## config.mk

```make
export PLATFORM = sky130hd
export DESIGN_NAME = ordered_list_insert_delete_search_unit
export DESIGN_NICKNAME = d
export VERILOG_FILES = /design/src/hdl/olids_pkg.sv /design/src/hdl/olids_cell.sv /design/src/hdl/ordered_list_insert_delete_search_unit.sv
export SDC_FILE = /design/constraint.sdc
export NUM_CORES = 1
export LEC_CHECK = 0
export BUFFER_PORTS_ARGS = -buffer_cell sky130_fd_sc_hd__buf_4
export CORE_MARGIN = 2
export CORE_UTILIZATION = 31
export CTS_CLUSTER_DIAMETER = 40
export CTS_CLUSTER_SIZE = 14
export DETAILED_ROUTE_END_ITERATION = 16
export GPL_TIMING_DRIVEN = 0
export PLACE_DENSITY = 0.45
export SLEW_MARGIN = 0
export SYNTH_ARGS = -nofsm -noshare
export SYNTH_HDL_FRONTEND = slang
export SYNTH_SLANG_ARGS = --single-unit
```

## constraint.sdc

```tcl
create_clock -name clk -period 6.7 [get_ports clk]
set_clock_uncertainty 0.05 [all_clocks]
set_input_delay 0.67 -clock clk [delete_from_list [all_inputs] [get_ports clk]]
set_output_delay 0.67 -clock clk [all_outputs]
set_load 0.005 [all_outputs]
```

## src/hdl/olids_pkg.sv

```systemverilog
// ----------------------------------------------------------------------------
// olids_pkg: shared types and constants for the ordered list unit
// Depth, field widths, operation and status codes, and the cell control word.
// ----------------------------------------------------------------------------
`default_nettype none

package olids_pkg;

    localparam int DEPTH         = 16;
    localparam int IDX_W         = (DEPTH > 1) ? $clog2(DEPTH) : 1;
    localparam int CNT_W         = $clog2(DEPTH + 1);
    localparam int DATA_W        = 32;
    localparam int POSITION_W    = 4;
    localparam int ENTRY_COUNT_W = 5;

    typedef enum logic [1:0] {
        OP_INSERT = 2'd0,
        OP_DELETE = 2'd1,
        OP_SEARCH = 2'd2,
        OP_UNUSED = 2'd3
    } op_t;

    typedef enum logic [1:0] {
        ST_OK        = 2'd0,
        ST_NOT_FOUND = 2'd1,
        ST_FULL      = 2'd2,
        ST_RSVD      = 2'd3
    } status_t;

    // Broadcast to every cell for one operation.
    typedef struct packed {
        logic                     insert;  // shift toward the back
        logic                     remove;  // close the gap behind the first hit
        logic signed [DATA_W-1:0] key;
    } cell_ctrl_t;

endpackage

`default_nettype wire

```

## src/hdl/olids_cell.sv

```systemverilog
// ----------------------------------------------------------------------------
// olids_cell: one slot of the ordered list
// Holds one entry, compares it with the key and shifts with its neighbors.
// ----------------------------------------------------------------------------
`default_nettype none

module olids_cell (
    input  wire logic                             clk,
    input  wire olids_pkg::cell_ctrl_t            ctrl,
    input  wire logic                             valid,
    input  wire logic signed [olids_pkg::DATA_W-1:0] prev_entry,
    input  wire logic signed [olids_pkg::DATA_W-1:0] next_entry,
    input  wire logic                             hit_in,
    output logic                                  hit_out,
    output logic                                  first_hit,
    output logic signed [olids_pkg::DATA_W-1:0]   entry
);

    logic signed [olids_pkg::DATA_W-1:0] entry_reg;
    logic                                match;

    assign match     = valid && (entry_reg == ctrl.key);
    assign hit_out   = hit_in | match;
    assign first_hit = match & ~hit_in;
    assign entry     = entry_reg;

    // shift toward the back on insert; at or behind the first hit, pull from the back neighbor on delete
    always_ff @(posedge clk)
    begin
        if (ctrl.insert)
        begin
            entry_reg <= prev_entry;
        end
        else if (ctrl.remove && hit_out)
        begin
            entry_reg <= next_entry;
        end
    end

endmodule

`default_nettype wire

```

## src/hdl/ordered_list_insert_delete_search_unit.sv

```systemverilog
// ----------------------------------------------------------------------------
// ordered_list_insert_delete_search_unit: ordered list of signed words
// Insert at front, delete first match, search first match over a cell row.
// ----------------------------------------------------------------------------
// The result word is shown with done in the cycle after start is taken.
// Throughput: one word per cycle; busy stays low, since every
// cell compares and shifts in the same cycle the word is taken.
// Reset: the entry count clears; cell contents stay undefined until written.
// The receiver cannot stall: done pulses for exactly one cycle per word.
// ----------------------------------------------------------------------------
`default_nettype none

module ordered_list_insert_delete_search_unit (
    input  wire logic                                     clk,
    input  wire logic                                     rst_n,
    input  wire logic                                     start,
    output logic                                          busy,
    input  wire logic [1:0]                               operation,
    input  wire logic signed [olids_pkg::DATA_W-1:0]      value,
    output logic                                          done,
    output logic [1:0]                                    status,
    output logic [olids_pkg::POSITION_W-1:0]              position,
    output logic [olids_pkg::ENTRY_COUNT_W-1:0]           entry_count
);

    localparam int N = olids_pkg::DEPTH;

    // ---- control state --------------------------------------------------
    logic [olids_pkg::CNT_W-1:0]      count_reg, count_next;
    logic                             done_reg;
    olids_pkg::status_t               status_reg, status_next;
    logic [olids_pkg::IDX_W-1:0]      position_reg, position_next;

    // ---- cell row wiring ------------------------------------------------
    olids_pkg::cell_ctrl_t            ctrl;
    logic signed [olids_pkg::DATA_W-1:0] entries [N];
    logic [N:0]                       hit;      // running "match seen" chain
    logic [N-1:0]                     first;    // one-hot first match
    logic [N-1:0]                     valid;
    logic                             accept;
    logic                             full;
    logic                             found;
    olids_pkg::op_t                   op;

    assign busy   = 1'b0;               // never stalls
    assign accept = start & ~busy;
    assign op     = olids_pkg::op_t'(operation);
    assign full   = (count_reg == olids_pkg::CNT_W'(N));
    assign found  = hit[N];
    assign hit[0] = 1'b0;

    assign ctrl.key    = value;
    assign ctrl.insert = accept && (op == olids_pkg::OP_INSERT) && !full;
    assign ctrl.remove = accept && (op == olids_pkg::OP_DELETE) && found;

    genvar gi;
    generate
        for (gi = 0; gi < N; gi++)
        begin : g_cell
            logic signed [olids_pkg::DATA_W-1:0] prev_e;
            logic signed [olids_pkg::DATA_W-1:0] next_e;

            // front cell takes the new word; back cell has no neighbor
            if (gi == 0)
            begin : g_front
                assign prev_e = value;
            end
            else
            begin : g_mid_prev
                assign prev_e = entries[gi-1];
            end

            if (gi == N - 1)
            begin : g_back
                assign next_e = entries[gi];
            end
            else
            begin : g_mid_next
                assign next_e = entries[gi+1];
            end

            assign valid[gi] = (olids_pkg::CNT_W'(gi) < count_reg);

            olids_cell u_cell (
                .clk        (clk),
                .ctrl       (ctrl),
                .valid      (valid[gi]),
                .prev_entry (prev_e),
                .next_entry (next_e),
                .hit_in     (hit[gi]),
                .hit_out    (hit[gi+1]),
                .first_hit  (first[gi]),
                .entry      (entries[gi])
            );
        end
    endgenerate

    // ---- first-match index: OR of indexes, first is one-hot -------------
    always_comb
    begin
        position_next = '0;
        for (int i = 0; i < N; i++)
        begin
            if (first[i])
            begin
                position_next = position_next | olids_pkg::IDX_W'(i);
            end
        end
    end

    // ---- status and count update ----------------------------------------
    always_comb
    begin
        count_next  = count_reg;
        status_next = olids_pkg::ST_OK;
        case (op)
            olids_pkg::OP_INSERT:
            begin
                if (full)
                begin
                    status_next = olids_pkg::ST_FULL;
                end
                else
                begin
                    count_next = count_reg + olids_pkg::CNT_W'(1);
                end
            end
            olids_pkg::OP_DELETE:
            begin
                if (found)
                begin
                    count_next = count_reg - olids_pkg::CNT_W'(1);
                end
                else
                begin
                    status_next = olids_pkg::ST_NOT_FOUND;
                end
            end
            olids_pkg::OP_SEARCH:
            begin
                if (!found)
                begin
                    status_next = olids_pkg::ST_NOT_FOUND;
                end
            end
            default:
            begin
                status_next = olids_pkg::ST_NOT_FOUND;
            end
        endcase
    end

    always_ff @(posedge clk or negedge rst_n)
    begin
        if (!rst_n)
        begin
            count_reg <= '0;
            done_reg  <= 1'b0;
        end
        else
        begin
            done_reg <= accept;
            if (accept)
            begin
                count_reg <= count_next;
            end
        end
    end

    // result payload; position is zero unless a match is reported
    always_ff @(posedge clk)
    begin
        if (accept)
        begin
            status_reg <= status_next;
            if ((op == olids_pkg::OP_DELETE || op == olids_pkg::OP_SEARCH) && found)
            begin
                position_reg <= position_next;
            end
            else
            begin
                position_reg <= '0;
            end
        end
    end

    assign done        = done_reg;
    assign status      = status_reg;
    assign position    = olids_pkg::POSITION_W'(position_reg);
    assign entry_count = olids_pkg::ENTRY_COUNT_W'(count_reg);

    // ---- checks ---------------------------------------------------------
    a_count_bound: assert property (@(posedge clk) disable iff (!rst_n)
        count_reg <= olids_pkg::CNT_W'(N))
        else $error("entry count above depth");

    a_first_onehot: assert property (@(posedge clk) disable iff (!rst_n)
        $onehot0(first))
        else $error("more than one first match");

    a_done_follows: assert property (@(posedge clk) disable iff (!rst_n)
        accept |=> done)
        else $error("accepted word gave no result");

    a_full_refused: assert property (@(posedge clk) disable iff (!rst_n)
        (done && status_reg == olids_pkg::ST_FULL) |-> full)
        else $error("full status with room left");

    a_found_hits: assert property (@(posedge clk) disable iff (!rst_n)
        found |-> (valid != '0))
        else $error("match reported on empty list");

endmodule

`default_nettype wire
```

**Word-level counts from Yosys, hierarchy flattened**

Index checks and enable logic that the tools add are counted.

- Mux-type cells: 51
- Add/sub/neg operators: 2
- $lt $le $gt $ge: 16
- Bitwise gates (word level): 45
- Equal/unequal tests: 21
- Reductions and logical operators: 57

Operator list:

| kind | count |
|---|---|
| $mux W32 | 30 |
| $eq A32 B32 Y1 | 16 |
| $lt A4 B5 Y1 const A | 8 |
| $logic_and A1 B1 Y1 | 36 |
| $mux W4 | 8 |
| $reduce_bool A2 Y1 | 16 |
| $lt A3 B5 Y1 const A | 4 |
| $and A1 B1 Y1 | 15 |
| $not A1 Y1 | 15 |
| $or A1 B1 Y1 | 15 |
| $mux W3 | 4 |
| $lt A1 B5 Y1 const A | 2 |
| $lt A2 B5 Y1 const A | 2 |
| $mux W5 | 2 |
| $pmux W5 S2 | 1 |
| $mux W2 | 3 |
| $add A5 B1 Y5 const B | 1 |
| $eq A5 B5 Y1 const B | 1 |
| $sub A5 B1 Y5 const B | 1 |
| $ne A2 B2 Y1 const B | 2 |
| $pmux W2 S2 | 1 |
| $reduce_and A4 Y1 | 1 |
| $eq A2 B1 Y1 const B | 1 |
| $eq A2 B2 Y1 const B | 1 |
| other kinds (5) | 6 |

- Flip-flop bits (word level): 524
- Logic and storage cells: 212
- Bits of input ports: 37

**Logic depth before layout (Yosys ltp)**

Gate-level depths: netlist of the first run.

- Depth in word-level cells: 21
- Depth in mapped cells: 12
- Depth with buffers taken out: 8

**Modules after synthesis**

From an unflattened synthesis of the first run, not the netlist that was laid out.

- Cell total of the unflattened synthesis: 2,092
- Area, all modules: 29,300.6 um2

By module, submodules not included:

| module | times used | area each (um2) | sequential area each (um2) | cells each |
|---|---|---|---|---|
| olids_cell | 16 | 1,778.0 | 960.9 | 125 |
| ordered_list_insert_delete_search_unit | 1 | 853.3 | 330.3 | 92 |

**Worst setup path after synthesis of the first run**

No wires, ideal clock.

- Path kind: in2reg
- Start: input port value[24] (netlist name)
- End: register g_cell[4].u_cell.entry_reg, in the netlist g_cell[4].u_cell.entry[0] (enable)
- Required time: 6.184 ns
- Slack: 1.369 ns
- Setup time: 0.466 ns
- Path buffers: 2
- Cell stages on the path: 10
- Data arrival time: 4.815 ns
- Path through: buf_4 xor2_1 nor4_2 nand4_1 or4_4 and4b_1 buf_6 nand4_1 nand3_1 o21ai_0

- Cells in the longest elaborated chain, start to end: 20

Ends and longest elaborated chain:

| what | line | source |
|---|---|---|
| from (decl) | ordered_list_insert_delete_search_unit.sv:19 | `input wire logic signed [olids_pkg::DATA_W-1:0] value,` |
| $eq A32 B32 Y1 | olids_cell.sv:22 | `assign match = valid && (entry_reg == ctrl.key);` |
| $logic_and A1 B1 Y1 | olids_cell.sv:22 |  |
| $or A1 B1 Y1 (15 in series) | olids_cell.sv:23 | `assign hit_out = hit_in \| match;` |
| $logic_and A1 B1 Y1 | ordered_list_insert_delete_search_unit.sv:54 | `assign ctrl.remove = accept && (op == olids_pkg::OP_DELETE) && found;` |
| $logic_and A1 B1 Y1 * | olids_cell.sv:34 | `else if (ctrl.remove && hit_out)` |
| $reduce_bool A2 Y1 (no line) * | n/a |  |
| to (signal assigned) | olids_cell.sv:32 | `entry_reg <= prev_entry;` |
| to (signal assigned) | olids_cell.sv:36 | `entry_reg <= next_entry;` |
| to (decl) | olids_cell.sv:19 | `logic signed [olids_pkg::DATA_W-1:0] entry_reg;` |

Mark *: on every way between the ends. The rest lies on a longest branch, timed or not.
A chain may end at the register's enable or synchronous reset.

**Worst setup path in the final report of the first run**

- Start: input port value[6] (netlist name)
- End: register g_cell[0].u_cell.entry_reg, in the netlist g_cell[0].u_cell.entry[2] (enable)

- Cells in the longest elaborated chain, start to end: 20

Ends and longest elaborated chain:

| what | line |
|---|---|
| $eq A32 B32 Y1 | olids_cell.sv:22 |
| $logic_and A1 B1 Y1 | olids_cell.sv:22 |
| $or A1 B1 Y1 (15 in series) | olids_cell.sv:23 |
| $logic_and A1 B1 Y1 | ordered_list_insert_delete_search_unit.sv:54 |
| $logic_and A1 B1 Y1 * | olids_cell.sv:34 |
| $reduce_bool A2 Y1 (no line) * | n/a |
| to (signal assigned) | olids_cell.sv:32 |
| to (signal assigned) | olids_cell.sv:36 |
| to (decl) | olids_cell.sv:19 |

Marks and branches as above.

==> results.json, run 1 <==
{
  "clock-sinks": 524,
  "drt-initial-drc-count": 3522,
  "drive_above_1_share": 0.09194,
  "grt_overflow_total": 0,
  "fp-row-count": 111,
  "hpwl_mm": 94.93,
  "ir_drop_mv": 0.2001,
  "outcome": "finished clean",
  "dr_total_vias": 23530,
  "cp-startpoint": "value[6]",
  "dieArea_um2": 94110,
  "cap_viol_max_count": 0,
  "p_leak_nw": 13.59,
  "antenna_found_initial": 3,
  "cts_tree": "done",
  "final_cells": 4375,
  "viasPerCell": 5.378,
  "r2r_end": "g_cell[0].u_cell.entry[2]",
  "place.gp.congestion": 0.9759,
  "cp_num_buf_inv": 3,
  "syn-cell-area_um2": 28420,
  "track_usage": 0.2696,
  "initial_core_util": 0.3114,
  "ys_warn_count": 0,
  "core_um2": 91250,
  "wl_mm": 128.7,
  "cts_htree_levels": 3,
  "power.density_nw_per_um2": 307.1,
  "min_from": "start",
  "setup_viol": 0,
  "final_cell_mix": "1,449 x nand2_1, 518 x edfxtp_1, 377 x xor2_1",
  "largest_reg_flops": 512,
  "critPathSlowestCell": "nor4_1",
  "clk_latency_ps": 680,
  "ioPinCount": 50,
  "synthFlopType": "edfxtp_1",
  "grt_max_degree": 34,
  "cp.arrival_ps": 6350,
  "cp_num_cells": 11,
  "cts_root_buf": "clkbuf_16",
  "cpMostUsedCell": "nor4_1",
  "crit_end": "g_cell[0].u_cell.entry[2]",
  "cts.reportedPaths.clkPinSlew_ps": 50,
  "io_buffers": 16,
  "rsz0062_at_grt": "false",
  "grt_pass1_vias": 23130,
  "synth_fp_nets": 3014,
  "criticalPathCategory": "in -> reg",
  "seqPwrFrac": 0.385,
  "ant_nets": 0,
  "synth_enable_flop_cells": 518,
  "syn_area_per_cell_um2": 9.565,
  "startpoint_type": "input port",
  "internal_power_mw": 7.380,
  "ys_seq_area_frac": 0.5527,
  "finalCritPeriodShare": 0.9002,
  "reg2reg_from": "entry_count[1]",
  "combPwrFrac": 0.122,
  "cts_buffers": 99,
  "clockBufferDepth": 3,
  "grt_first_pass_wirelength_mm": 177.8,
  "critPathRequiredTime_ps": 7020,
  "final_max_slew_viol_count": 0,
  "nets": 3148,
  "async_reset_ff_frac": 0.01145,
  "die_x_um": 306.8,
  "crit_path_end_kind": "flop",
  "rr_worst_depth": 10,
  "whs_ps": 212.2,
  "firstDrtPassIters": 6,
  "placed_cells": 4189,
  "die-height_um": 306.8,
  "synthesis.instances": 2971,
  "netSwitchingPower_mw": 3.034,
  "fin_crit_ps": 6032,
  "slowest_delay_ps": 960,
  "power_switching_share": 0.2913,
  "ys_seq_elements": 524,
  "postCtsHoldBufs": 1,
  "layout_commonest_cell": "nand2_1",
  "wl_per_cell_um": 29.43,
  "crit_chain": "buf_2, buf_2, xor2_1, nor4_1, nand4_1, nor4_1, nor4_1, nand4_1, nand3_1, o21ai_4, buf_16",
  "drc": 0,
  "area_delta_synth_final_pct": 19.32,
  "max_freq_ghz": 0.1658,
  "tightestPinTransition_ps": 1343,
  "hold_violations": 0,
  "yosys.cell_types.count": 47,
  "final.fill_count": 9319,
  "path_max_fanout": 17,
  "hp-class": "in -> reg",
  "regToRegSetupSlack_ps": 1100,
  "crit_family": "simple AND/OR/NAND/NOR gates",
  "cts_resized": 0,
  "pwr-share-clk": 0.493,
  "slew_headroom": 0.1048,
  "post-cts-setup-buffer-count": 0
}
## area by class of cell
cell class	instances	area, um^2	area share
plain buffers	182	897.1	0.02646
clock buffers	107	2507	0.07395
multi-input cells	2255	11940	0.3523
flip-flops and latches	524	15710	0.4632
well taps	1186	1484	0.04377
repair buffers	33	456.7	0.01347
inverters	10	37.54	0.001107
diodes	2	5.005	0.0001476
clock inverters	76	869.6	0.02565
## cell usage after synthesis, drive strengths merged, types with 2 or more instances
| cell type | number | area (um^2) |
|---|---|---|
| o21ai | 22 | 110.1 |
| xnor2 | 139 | 1217 |
| clkbuf | 100 | 375.4 |
| nor3b | 2 | 15.01 |
| or2 | 2 | 12.51 |
| nor4 | 103 | 675.7 |
| and3 | 3 | 18.77 |
| buf | 82 | 520.5 |
| nor2b | 4 | 25.02 |
| xor2 | 377 | 3302 |
| and2 | 3 | 18.77 |
| or4 | 2 | 18.77 |
| a21oi | 8 | 40.04 |
| a211oi | 2 | 15.01 |
| ha | 6 | 75.07 |
| o211ai | 4 | 30.03 |
| o21a | 3 | 22.52 |
| nor3 | 21 | 105.1 |
| nand2 | 1451 | 5449 |
| nand3 | 23 | 115.1 |
| inv | 10 | 37.54 |
| o41a | 2 | 22.52 |
| nand4 | 50 | 312.8 |
| or3 | 2 | 12.51 |
| dfrtp | 6 | 150.1 |
| edfxtp | 518 | 15550 |
| nor2 | 12 | 45.04 |
## how the worst min path moves through the flow
stage,depth (start not counted),to
2_1_floorplan,0,done
3_3_place_gp,1,entry_count[2]
3_5_place_dp,1,done
4_1_cts,1,done
5_1_grt,1,done
6_report,1,done
## logic make-up (layout without fill, tap and decap cells)
group                    after synthesis  in the layout  synth area share
AND/OR/NAND/NOR                     1682           1682            0.2414
flip-flops                           524            524            0.5527
XOR/XNOR                             516            516            0.1590
buffers and inverters                192            408           0.03285
AO/OA/AOI/OAI                         49             49           0.01096
adder cells (fa/ha/maj)                6              6          0.002642
other                                  1              3         0.0001320
multiplexers                           1              1         0.0003523
## layer usage
layer  GRT usage  wire (um)
met5           0          0
met4     0.08915       4657
met3     0.06768      13620
met2      0.4159      57300
met1      0.3693      53170
## through the flow
step	setup TNS (ps)	setup slack, ps	power [mW]	instance area [um^2]	util
6_report	0	668.5	10.41	33910	0.3716
5_1_grt	0	834.2	10.67	33900	0.3715
2_1_floorplan	0	1369	4.668	28420	-
3_5_place_dp	0	370.2	5.300	30510	0.3344
3_3_place_gp	-719250	-2305	5.275	30020	0.3290
4_1_cts	0	1078	10.42	33900	0.3715
## power groups by stage
stage | logic, mW | clock network, mW | registers [mW]
6_report | 1.27 | 5.13 | 4.01
5_1_grt | 1.34 | 5.32 | 4.01
4_1_cts | 1.25 | 5.17 | 4.00
3_5_place_dp | 1.24 | 0 | 4.06
3_3_place_gp | 1.19 | 0 | 4.08
2_1_floorplan | 0.697 | 0 | 3.97
(Power assumes the default switching activity.)
==> run 2, diff against run 1 <==
CTS_CLUSTER_DIAMETER = not set   (was 40)
REMOVE_ABC_BUFFERS = 1   (was not set)
==> results.json, run 2 (same netlist as run 1, synthesis figures left out) <==
{
  "crit_path_end_kind": "flop",
  "wl_per_cell_um": 22.63,
  "ant_nets": 0,
  "fin_crit_ps": 5525,
  "wl_mm": 94.06,
  "met3_usage": 0.01978,
  "hp-class": "in -> reg",
  "initial_core_util": 0.3114,
  "critPathRequiredTime_ps": 6990,
  "cts_buffers": 60,
  "r2r_end": "g_cell[0].u_cell.entry[24]",
  "place.gp.congestion": 0.8559,
  "slew_headroom": 0.1721,
  "area_delta_synth_final_pct": 12.97,
  "dr_total_vias": 20070,
  "regToRegSetupSlack_ps": 1180,
  "path_max_fanout": 17,
  "cts_root_buf": "clkbuf_16",
  "drc": 0,
  "track_usage": 0.1965,
  "die_x_um": 306.8,
  "reg2reg_from": "entry_count[4]",
  "grt_max_degree": 160,
  "fin_util": 0.3518,
  "rr_worst_depth": 8,
  "largest_reg_flops": 512,
  "final_cell_mix": "1,449 x nand2_1, 518 x edfxtp_1, 377 x xor2_1",
  "grt_first_pass_wirelength_mm": 138.1,
  "setup_viol": 0,
  "tightestPinTransition_ps": 1230,
  "layout_commonest_cell": "nand2_1",
  "grt_pass1_vias": 20160,
  "fp-row-count": 111,
  "hold_violations": 0,
  "p_leak_nw": 12.75,
  "viasPerCell": 4.830,
  "cts_tree": "done",
  "cap_viol_max_count": 0,
  "firstDrtPassIters": 5,
  "ir_drop_mv": 0.2038,
  "power.density_nw_per_um2": 263.6,
  "ioPinCount": 50,
  "finalCritPeriodShare": 0.8246,
  "hpwl_mm": 69.77,
  "core_um2": 91250,
  "io_buffers": 48,
  "grt_overflow_total": 0,
  "use_met1": 0.2669,
  "rsz0062_at_grt": "false",
  "cp.arrival_ps": 5810,
  "postCtsHoldBufs": 1,
  "grt.busiest_layer": "met2",
  "nets": 2967,
  "drive_above_1_share": 0.06128,
  "met2_usage": 0.3294,
  "dieArea_um2": 94110,
  "post-cts-setup-buffer-count": 0,
  "cts_resized": 0,
  "outcome": "finished clean",
  "criticalPathCategory": "reg -> reg",
  "antenna_found_initial": 0,
  "clockBufferDepth": 3,
  "drt-initial-drc-count": 1990,
  "final_max_slew_viol_count": 0,
  "setup_tns_ps": 0,
  "clk_latency_ps": 640,
  "min_from": "start",
  "whs_path_depth": 1,
  "cts.reportedPaths.clkPinSlew_ps": 60,
  "clock-sinks": 524,
  "die-height_um": 306.8,
  "num_antenna_cells": 0,
  "cts_htree_levels": 2,
  "startpoint_type": "flop",
  "max_freq_ghz": 0.1810,
  "holdPathEnd": "done"
}
==> run 2: cell types whose count changed in the layout (fill, tap and decap cells not counted), sizes merged <==
cell and delta:
diode -2, inv -14, clkinv -15, clkinvlp -10, buf -42, clkbuf -133
bufinv -3
==> run 2: cell type report <==
class	count	area, um^2
clock buffer	74	1575
clock inverter	34	394.1
fill	9270	59140
inverter	10	45.04
multi-input combinational	2255	11950
sequential	524	15710
tap	1186	1484
timing repair buffer	73	948.4
==> run 2: worst max-delay path, stage by stage, from the launching register on <==
cell     delay, ps
dfrtp_1       1030
nor4_1         250
nor4_1         520
nor4b_1        860
nor4_1         310
nand4_1        380
nand3_1        680
o21ai_4        870
buf_16         240
==> run 2: per-layer routing <==
layer	vias up	share of wire
met5	-	0
met1	9742	0.45
met3	119	0.039
li1	9695	-
met2	518	0.48
met4	0	0.032
==> run 2: metrics by stage <==
step	cells	power, mW	setup WS (ps)	hold slack, ps	area, um^2
floorplan	2789	4.672	-23910	324.4	27520
global placement	4023	5.271	-60550	427.4	29370
detailed placement	4047	5.127	710.0	429.2	30120
CTS	4156	8.540	1160	176.1	32100
global route	4156	8.765	926.9	199.6	32100
finish	4156	8.462	1175	226.6	32100
==> run 2: how the worst max path moves through the flow <==
stage               cells past startpoint                         from  slack [ps]                           to
floorplan                               4                        start      -23910  g_cell[11].u_cell.entry[31]
finish                                  8               entry_count[4]        1180   g_cell[0].u_cell.entry[24]
CTS                                     9  g_cell[12].u_cell.entry[20]        1160   g_cell[0].u_cell.entry[24]
global placement                        5                        start      -60550  g_cell[12].u_cell.entry[31]
global route                            9               entry_count[4]         930   g_cell[0].u_cell.entry[24]
detailed placement                     10                    value[20]         710   g_cell[0].u_cell.entry[12]
==> run 2: report_power, final <==
group,internal [mW],switching [mW]
logic,0.348,0.682
clock network,2.00,1.40
registers,3.79,0.234
total,6.14,2.32
